File: config.mk
export PLATFORM = sky130hd
export DESIGN_NAME = mpfb_ctrl
export DESIGN_NICKNAME = d
export VERILOG_FILES = /design/src/design/mpfb_pkg.sv /design/src/design/mpfb_ctrl.sv
export SDC_FILE = /design/constraint.sdc
export NUM_CORES = 1
export LEC_CHECK = 0
export BUFFER_PORTS_ARGS = -buffer_cell sky130_fd_sc_hd__buf_2
export CAP_MARGIN = 20
export CORE_UTILIZATION = 43
export CTS_CLUSTER_DIAMETER = 150
export DETAILED_ROUTE_END_ITERATION = 7
export GPL_TIMING_DRIVEN = 1
export PLACE_DENSITY = 0.79
export SYNTH_ARGS = -nofsm -noshare
export SYNTH_HDL_FRONTEND = slang
export SYNTH_SLANG_ARGS = --single-unit
export TNS_END_PERCENT = 30
File: constraint.sdc
create_clock -name clk -period 1.96 [get_ports clk]
set_clock_uncertainty 0.05 [all_clocks]
set_input_delay 0.098 -clock clk [delete_from_list [all_inputs] [get_ports clk]]
set_output_delay 0.098 -clock clk [all_outputs]
set_load 0.01 [all_outputs]
File: src/design/mpfb_pkg.sv
// shared types and constants for the max pooling block
// no dependencies
`default_nettype none

package mpfb_pkg;

    // width of internal geometry arithmetic (dimensions, origins, sums)
    localparam int GW = 10;

    // configuration register indexes
    localparam logic [2:0] REG_IN_HEIGHT   = 3'd0;
    localparam logic [2:0] REG_IN_WIDTH    = 3'd1;
    localparam logic [2:0] REG_IN_CHANNELS = 3'd2;
    localparam logic [2:0] REG_WIN_HEIGHT  = 3'd3;
    localparam logic [2:0] REG_WIN_WIDTH   = 3'd4;
    localparam logic [2:0] REG_V_STRIDE    = 3'd5;
    localparam logic [2:0] REG_H_STRIDE    = 3'd6;

    // item kinds
    localparam logic [1:0] KIND_IMAGE  = 2'd0;
    localparam logic [1:0] KIND_GRAD   = 2'd1;
    localparam logic [1:0] KIND_READ   = 2'd2;
    localparam logic [1:0] KIND_UNUSED = 2'd3;

    // commands from controller to datapath
    typedef struct packed {
        logic accept;
        logic img_write;
        logic scan_init;
        logic scan_step;
        logic clr_step;
        logic grd_rd;
        logic grd_wr;
        logic rd_issue;
        logic load_out;
    } mpfb_cmd_t;

    // status from datapath to controller
    typedef struct packed {
        logic       pos_zero;
        logic       corner;
        logic       grad_ok;
        logic       scan_last;
        logic       clr_done;
        logic       out_free;
        logic [1:0] held_kind;
    } mpfb_stat_t;

endpackage

`default_nettype wire

File: src/design/mpfb_ctrl.sv
// controller state machine for the max pooling block
// depends on mpfb_pkg
`default_nettype none

module mpfb_ctrl (
    input  wire logic               clk,
    input  wire logic               rst_n,
    input  wire logic               in_valid,
    input  wire logic [1:0]         in_kind,
    output logic                    in_ready,
    input  wire mpfb_pkg::mpfb_stat_t stat,
    output mpfb_pkg::mpfb_cmd_t     cmd
);
    import mpfb_pkg::*;

    typedef enum logic [8:0] {
        S_CLEAR  = 9'b000000001,
        S_IDLE   = 9'b000000010,
        S_IMG    = 9'b000000100,
        S_SCAN   = 9'b000001000,
        S_DRAIN  = 9'b000010000,
        S_GRD_RD = 9'b000100000,
        S_GRD_WR = 9'b001000000,
        S_RD     = 9'b010000000,
        S_OUT    = 9'b100000000
    } state_t;

    state_t state_reg, state_next;
    logic   pend_reg, pend_next;

    // state register
    always_ff @(posedge clk or negedge rst_n)
    begin
        if (!rst_n)
        begin
            state_reg <= S_CLEAR;
            pend_reg  <= 1'b0;
        end
        else
        begin
            state_reg <= state_next;
            pend_reg  <= pend_next;
        end
    end

    // next state and commands
    always_comb
    begin
        state_next = state_reg;
        pend_next  = pend_reg;
        cmd        = '0;
        in_ready   = 1'b0;
        unique case (state_reg)
            S_CLEAR:
            begin
                cmd.clr_step = 1'b1;
                if (stat.clr_done)
                begin
                    pend_next  = 1'b0;
                    state_next = pend_reg ? S_IMG : S_IDLE;
                end
            end
            S_IDLE:
            begin
                in_ready = 1'b1;
                if (in_valid)
                begin
                    cmd.accept    = 1'b1;
                    cmd.scan_init = 1'b1;
                    case (in_kind)
                        KIND_IMAGE:
                        begin
                            if (stat.pos_zero)
                            begin
                                pend_next  = 1'b1;
                                state_next = S_CLEAR;
                            end
                            else
                            begin
                                state_next = S_IMG;
                            end
                        end
                        KIND_GRAD: state_next = stat.grad_ok ? S_SCAN : S_IDLE;
                        KIND_READ: state_next = S_RD;
                        default:   state_next = S_IDLE;
                    endcase
                end
            end
            S_IMG:
            begin
                cmd.img_write = 1'b1;
                cmd.scan_init = 1'b1;
                state_next    = stat.corner ? S_SCAN : S_IDLE;
            end
            S_SCAN:
            begin
                cmd.scan_step = 1'b1;
                if (stat.scan_last)
                    state_next = S_DRAIN;
            end
            S_DRAIN:
                state_next = (stat.held_kind == KIND_IMAGE) ? S_OUT : S_GRD_RD;
            S_GRD_RD:
            begin
                cmd.grd_rd = 1'b1;
                state_next = S_GRD_WR;
            end
            S_GRD_WR:
            begin
                cmd.grd_wr = 1'b1;
                state_next = S_IDLE;
            end
            S_RD:
            begin
                cmd.rd_issue = 1'b1;
                state_next   = S_OUT;
            end
            S_OUT:
            begin
                if (stat.out_free)
                begin
                    cmd.load_out = 1'b1;
                    state_next   = S_IDLE;
                end
            end
            default: state_next = S_IDLE;
        endcase
    end

endmodule

`default_nettype wire

=== Word level (Yosys, flattened, before mapping) ===
Index checks and enable logic that the tools add are counted.

* Bits in latches: 0
* Register bits: 10
* Input port bits: 13
* Memory bits (read-only): 0
* Memories: 0
* Word-level logic and storage cells: 52
* Bits in writable memories: 0

* Shift operators: 0
* Div/mod/pow operators: 0
* Mux-type cells: 28
* Bitwise gates (word level): 0
* Reduce and logical (&&, ||, !) cells: 5
* Order comparisons: 0
* Add/sub/neg operators: 0
* $mul: 0
* Eq/ne operators: 17

{| class="wikitable"
|+ Operator list
! cell !! number
|-
| $pmux 9 s8 || 1
|-
| $mux 9 || 5
|-
| $pmux 8 s3 || 1
|-
| $mux 1 || 15
|-
| $ne 2x2->1 const B || 5
|-
| $eq 9x1->1 const B || 1
|-
| $eq 9x2->1 const B || 1
|-
| $eq 9x3->1 const B || 1
|-
| $eq 9x4->1 const B || 1
|-
| $eq 9x5->1 const B || 1
|-
| $eq 9x6->1 const B || 1
|-
| $eq 9x7->1 const B || 1
|-
| $eq 9x8->1 const B || 1
|-
| $eq 9x9->1 const B || 1
|-
| $mux 4 || 2
|-
| $mux 3 || 2
|-
| $reduce_and 5->1 || 1
|-
| $logic_not 2->1 || 2
|-
| $pmux 1 s2 || 2
|-
| $reduce_and 4->1 || 1
|-
| $eq 2x1->1 const B || 1
|-
| $eq 2x2->1 const B || 1
|-
| $ne 2x1->1 const B || 1
|-
| $reduce_bool 2->1 || 1
|}

=== Longest topological paths before layout ===
Gate-level depths: netlist of run 1.

* Depth in word-level cells: 4
* Gate-level depth with buffers: 7
* Depth with buffers taken out: 6

=== Worst setup path before layout of run 1 ===
Ideal clock, no wire load.

* Kind: register to register
* From: register state_reg[4]
* To: register state_reg[1]
* Path buffers: 1
* Setup slack: -0.007 ns
* Period minus slack after synthesis: 1.967 ns
* Data required time: 1.785 ns
* Cell stages (with the launch flop): 7
* Data arrival time: 1.792 ns
* Cells stage by stage: dfrtp_1 buf_6 nor4_4 nand3_1 or4_4 nand3_4 mux2_4

* Longest elaborated chain between the ends: 3
* Elaborated cells between the ends (all ways): 14
* Classes of those cells: 12 x eq/ne; 1 x mux; 1 x reduce/logical

{| class="wikitable"
|+ RTL lines
! element !! line !! RTL
|-
| start, declared || mpfb_ctrl.sv:28 || <nowiki>state_t state_reg, state_next;</nowiki>
|-
| start signal, assigned || mpfb_ctrl.sv:41 || <nowiki>state_reg <= state_next;</nowiki>
|-
| $eq 9x4->1, or another cell as far along || mpfb_ctrl.sv:53 || <nowiki>unique case (state_reg)</nowiki>
|-
| $ne 2x2->1 (no source line) || -- ||
|-
| $reduce_and 4->1 (no source line) || -- ||
|}

Parallel ways exist; a longest one is shown, timed or not.
A chain may end at the register's enable or synchronous reset.

==> results.toml, run 1 <==
[floorplanning]
std_cell_rows = 14
dieArea_sq_um = 1752
die_w_um = 41.86
start_util_pct = 45.88
io_pins = 23
core_sq_um = 1489
die_h_um = 41.86

[finish]
fill_cells = 125
area_growth_pct = 37.55
utilization_pct = 63.11
layout_common_cells = "buf_2 (21), buf_4 (9), inv_1 (8), nand3_1 (8), dfrtp_1 (8)"
largest_reg_flops = 9
final_common_cell = "buf_2"
layout-drive-gt1-share_pct = 39.29
final_nets = 126
diodes = 0

[logic_synthesis]
syn_nets = 90
syn-cell-area_sq_um = 683.2
synth_edf_count = 0
synthArstFlopShare_pct = 100.0
ys_seq_elements = 10
syn-mean-instance-area_sq_um = 8.872
synthFlopType = "dfrtp_1"
ys_warn_count = 0
synthesis.instances = 77
seq_area_frac_synth_pct = 36.81
ys_types = 30

[clocking]
clk_pin_slew_worst_paths_ns = 0.07
htree_levels = 1
cts.sinks = 10
clock_latency_ns = 0.26
cts_tree = "done"
clockRootBuffer = "clkbuf_4"
cts_made_buffers = 3
cts_max_path_buffers = 2

[power_and_ir_drop]
leakage_nw = 0.5032
irDropWorstVdd_v = 0.0007844
power.total_mw = 1.178
cellPowerDensity_nw_per_um2 = 1254

[timing]
relSlewSlack_pct = 76.68
setup_viol = 1
holdWs_ns = 0.01241
hold_violations = 0
worstMarginPinSlew_ns = 0.3466
final.setup.tns_ns = -0.04576
fmax_mhz = 498.6
timing.final.crit_share_pct = 102.3
post-route-min-period_ns = 2.006
maxSlewViolCount = 0
setup_slack_ns = -0.04576
rsz0062_at_grt = "yes"

[critical_path]
crit_type = "flop to output pin"
rr_endpoint = "state_reg[1]$_DFFE_PN0P_"
reg2reg_depth = 5
crit_required_ns = 1.81
critPathLaunchType = "flop"
worstPathArrival_ns = 1.86
worstPathMaxFanout = 6
crit_path_end_kind = "output pin"
timing.rr.start = "state_reg[7]$_DFFE_PN0P_"
worst-r2r-setup-slack_ns = 0.04

[detailed_routing]
routed-wl-met2_um = 917
firstDrtPassIters = 4
met1Wirelength_um = 709
wl_per_cell_um = 13.28
drc_errors = 0
met3_length_um = 73
num_vias = 714
totalWireLength_um = 1700
ant_nets = 0
routed.top_layer = "met3"
routed_via_density = 5.578
dr.first_iter.drc_count = 20

[grt]
grt_max_degree = 11
grt_usage_pct = 19.71
overflow = 0
grt_first_pass_wirelength_um = 2697
antenna_found_initial = 0
grt_pass1_vias = 652

[worst_hold_path]
holdCritPathClass = "primary input to flop"
min_from = "in_kind[0]"
holdPathEnd = "state_reg[7]$_DFFE_PN0P_"
holdPathStages = 2

[flow_run]
max-cap-violations = 0

[placement]
gp_congestion = 0.8064
io_buffers = 22
hpwl_um = 1230

[status]
violations = "setup timing"
run_status = "complete, but fails checks"
[power by group]
group          switching, mW  internal (mW)  total, mW
combinational          0.316          0.355      0.671
sequential            0.0686          0.253      0.321
clock                 0.0734          0.113      0.186
total                  0.458          0.720       1.18
[cell families (layout without fill, tap and decap cells)]
kind of cell | after synthesis | count (layout) | share of synthesized area [%]
AOI/OAI and AO/OA | 11 | 11 | 10.62
xor gates and xnor gates | 2 | 2 | 2.565
buffers and inverters | 10 | 45 | 6.593
DFF | 10 | 10 | 36.81
muxes | 1 | 1 | 2.197
and+or+nand+nor | 43 | 43 | 41.21
[stage by stage]
stage          cells  worst slack (ns)  instance area, sq um
5_1_grt          128           -0.1318                 939.7
4_1_cts          125           0.03519                 899.6
2_1_floorplan     77           0.03035                 683.2
6_report         128          -0.04576                 939.7
3_5_place_dp     118           0.07626                 835.8
3_3_place_gp     118            0.1021                 835.8
[timing repair]
action,CTS,global route
setup buffers,1,3
hold buffers,2,0
hold endpoints to repair,11,0
setup endpoints to repair,1,4
pin swaps,0,3
resized for setup,0,5
[cells in the mapped netlist, types with 2 or more instances]
cell type,number,area (sq um)
inv_1,8,30.03
nor2b_1,2,12.51
nand4b_1,2,17.52
nand3_1,8,40.04
nor3b_1,2,15.01
and4b_1,2,20.02
nor2_1,7,26.28
xor2_1,2,17.52
a21oi_1,2,10.01
nand2_1,3,11.26
nor3_1,3,15.01
nor4_1,5,31.28
nor4b_1,2,17.52
nand2b_1,2,12.51
o21ai_0,4,20.02
dfrtp_1,9,225.2
[routing by layer]
| metal | track usage (%) | vias to the layer above |
|---|---|---|
| li1 | - | 357 |
| met3 | 2.609 | 0 |
| met1 | 25.21 | 327 |
| met4 | 5.806 | 0 |
| met2 | 34.38 | 30 |
| met5 | 0 | - |
[cell type report]
class,instances,area (sq um),share of cell area [%]
Multi-Input combinational cell,57,396.6,42.21
Timing Repair Buffer,33,203.9,21.70
Tap cell,16,20.02,2.130
Sequential cell,10,252.7,26.90
Clock buffer,4,36.28,3.862
Inverter,8,30.03,3.196
[worst max-delay path by stage]
stage / startpoint / endpoint / slack [ns] / cells after the start
6_report: state_reg[7]$_DFFE_PN0P_ / cmd[6] / -0.05 / 7
5_1_grt: state_reg[7]$_DFFE_PN0P_ / cmd[6] / -0.13 / 7
4_1_cts: state_reg[5]$_DFFE_PN0P_ / cmd[6] / 0.04 / 7
3_5_place_dp: state_reg[5]$_DFFE_PN0P_ / state_reg[1]$_DFFE_PN0P_ / 0.08 / 5
3_3_place_gp: state_reg[5]$_DFFE_PN0P_ / state_reg[1]$_DFFE_PN0P_ / 0.10 / 5
2_1_floorplan: state_reg[7]$_DFFE_PN0P_ / state_reg[1]$_DFFE_PN0P_ / 0.03 / 6
[critical path: stages, from the launching register on]
cell and delay [ns]:
dfrtp_2 0.45, nor4_4 0.31, buf_4 0.18, nand4b_1 0.16, inv_1 0.13, and2_4 0.15
or2_4 0.11, buf_6 0.09
Power figures use the tool's default switching activity.
==> run 2: changes to the inputs <==
- TNS_END_PERCENT: 30 -> not set
==> run 2 against run 1 <==
Compared with the run above:
- the run still ends with setup timing left
- die area unchanged
- clock power about the same
- design area increased by 1.6%
- non-clock buffer count increased by 2
- power increased by 2.7%
- worst hold slack got worse by 0.0022 ns
- fmax about the same
- critical path depth unchanged
- largest power group unchanged
==> results.toml, run 2 (same netlist as run 1, synthesis figures left out) <==
[timing]
setup_slack_ns = -0.04447
setup_viol = 1
maxSlewViolCount = 0
fmax_mhz = 498.9
holdWs_ns = 0.01019
hold_violations = 0
final.setup.tns_ns = -0.04447
timing.final.crit_share_pct = 102.3
worstMarginPinSlew_ns = 0.3466
rsz0062_at_grt = "yes"
post-route-min-period_ns = 2.004
relSlewSlack_pct = 76.68

[detailed_routing]
ant_nets = 0
routed-wl-met2_um = 917
firstDrtPassIters = 6
wl_per_cell_um = 13.13
dr.first_iter.drc_count = 21
num_vias = 716
drc_errors = 0
met1Wirelength_um = 726
totalWireLength_um = 1707
routed.top_layer = "met3"
met3_length_um = 62
routed_via_density = 5.508

[critical_path]
critPathLaunchType = "flop"
worstPathMaxFanout = 6
worstPathArrival_ns = 1.86
crit_family = "simple AND/OR/NAND/NOR gates"
crit_slowest_cell = "dfrtp_2"
crit_path_end_kind = "output pin"
critical_path_buf_inv_count = 3
critPathMaxStageDelay_ns = 0.45
crit_chain = "nor4_4 -> buf_4 -> nand4b_1 -> inv_1 -> and2_4 -> or2_4 -> buf_6"
crit_type = "flop to output pin"
crit_required_ns = 1.81

[flow_run]
max-cap-violations = 0

[grt]
grt_usage_pct = 19.71
grt_pass1_vias = 652
antenna_found_initial = 0
overflow = 0
grt_max_degree = 11
grt_first_pass_wirelength_um = 2697

[finish]
layout_common_cells = "buf_2 (21), buf_4 (11), inv_1 (8), nand3_1 (8), dfrtp_1 (8)"
layout-drive-gt1-share_pct = 40.35
diodes = 0
area_growth_pct = 39.74
utilization_pct = 64.12
final_nets = 128
largest_reg_flops = 9
final_common_cell = "buf_2"

[floorplanning]
start_util_pct = 45.88
die_w_um = 41.86
dieArea_sq_um = 1752
io_pins = 23
std_cell_rows = 14
core_sq_um = 1489
die_h_um = 41.86

[clocking]
clockRootBuffer = "clkbuf_4"
clk_pin_slew_worst_paths_ns = 0.07
clock_latency_ns = 0.26
cts.sinks = 10
htree_levels = 1
cts_max_path_buffers = 2
cts_made_buffers = 3
cts_tree = "done"

[placement]
hpwl_um = 1230
gp_congestion = 0.8064
io_buffers = 22
dp_slack_ns = 0.07626

[status]
run_status = "complete, but fails checks"
violations = "setup timing"

[power_and_ir_drop]
leakage_nw = 0.5135
irDropWorstVdd_v = 0.0007909
cellPowerDensity_nw_per_um2 = 1268
power.total_mw = 1.211

[worst_hold_path]
holdCritPathClass = "primary input to flop"
==> run 2: repair_timing <==
item,4_1_cts,5_1_grt
hold endpoints to repair,11,0
cloned,0,0
setup endpoints to repair,1,4
gates resized for setup,0,5
buffers inserted,1,5
hold buffers,2,0
pin swaps,0,3
==> run 2: report_power, final <==
group	leakage (nW)	total, mW	switching [mW]	internal [mW]
combinational	0.366	0.704	0.324	0.380
sequential	0.127	0.320	0.0679	0.253
clock	0.0210	0.186	0.0737	0.113
==> run 2: final timing paths <==
check | from | cells after the start | end | slack, ns
worst min-delay path | in_kind[0] | 2 | state_reg[7]$_DFFE_PN0P_ | 0.01
worst max register to register | state_reg[7]$_DFFE_PN0P_ | 5 | state_reg[1]$_DFFE_PN0P_ | 0.05
min in group asynchronous | rst_n | 2 | state_reg[6]$_DFFE_PN0P_ | 0.17
worst max-delay path | state_reg[7]$_DFFE_PN0P_ | 7 | cmd[6] | -0.04
worst min register to register | pend_reg$_DFFE_PN0P_ | 2 | pend_reg$_DFFE_PN0P_ | 0.50
max in group asynchronous | rst_n | 2 | state_reg[0]$_DFFE_PN1P_ | 1.44
==> run 2: metrics by stage <==
| step | cell area [sq um] | instances |
|---|---|---|
| final | 954.7 | 130 |
| after global routing | 954.7 | 130 |
| after CTS | 899.6 | 125 |
| after detailed placement | 835.8 | 118 |
| after global placement | 835.8 | 118 |
| after floorplan | 683.2 | 77 |
==> run 2: cell type report <==
cell class                 count  area (sq um)
multi-input combinational     57         396.6
inverter                       8         30.03
fill                         124         534.3
sequential                    10         252.7
clock buffer                   4         36.28
tap                           16         20.02
timing repair buffer          35         219.0
==> run 2: per-layer routing <==
layer	GRT usage, %	vias up
met5	0	-
met4	5.806	0
met3	2.609	0
met2	34.38	26
met1	25.21	331
li1	-	359
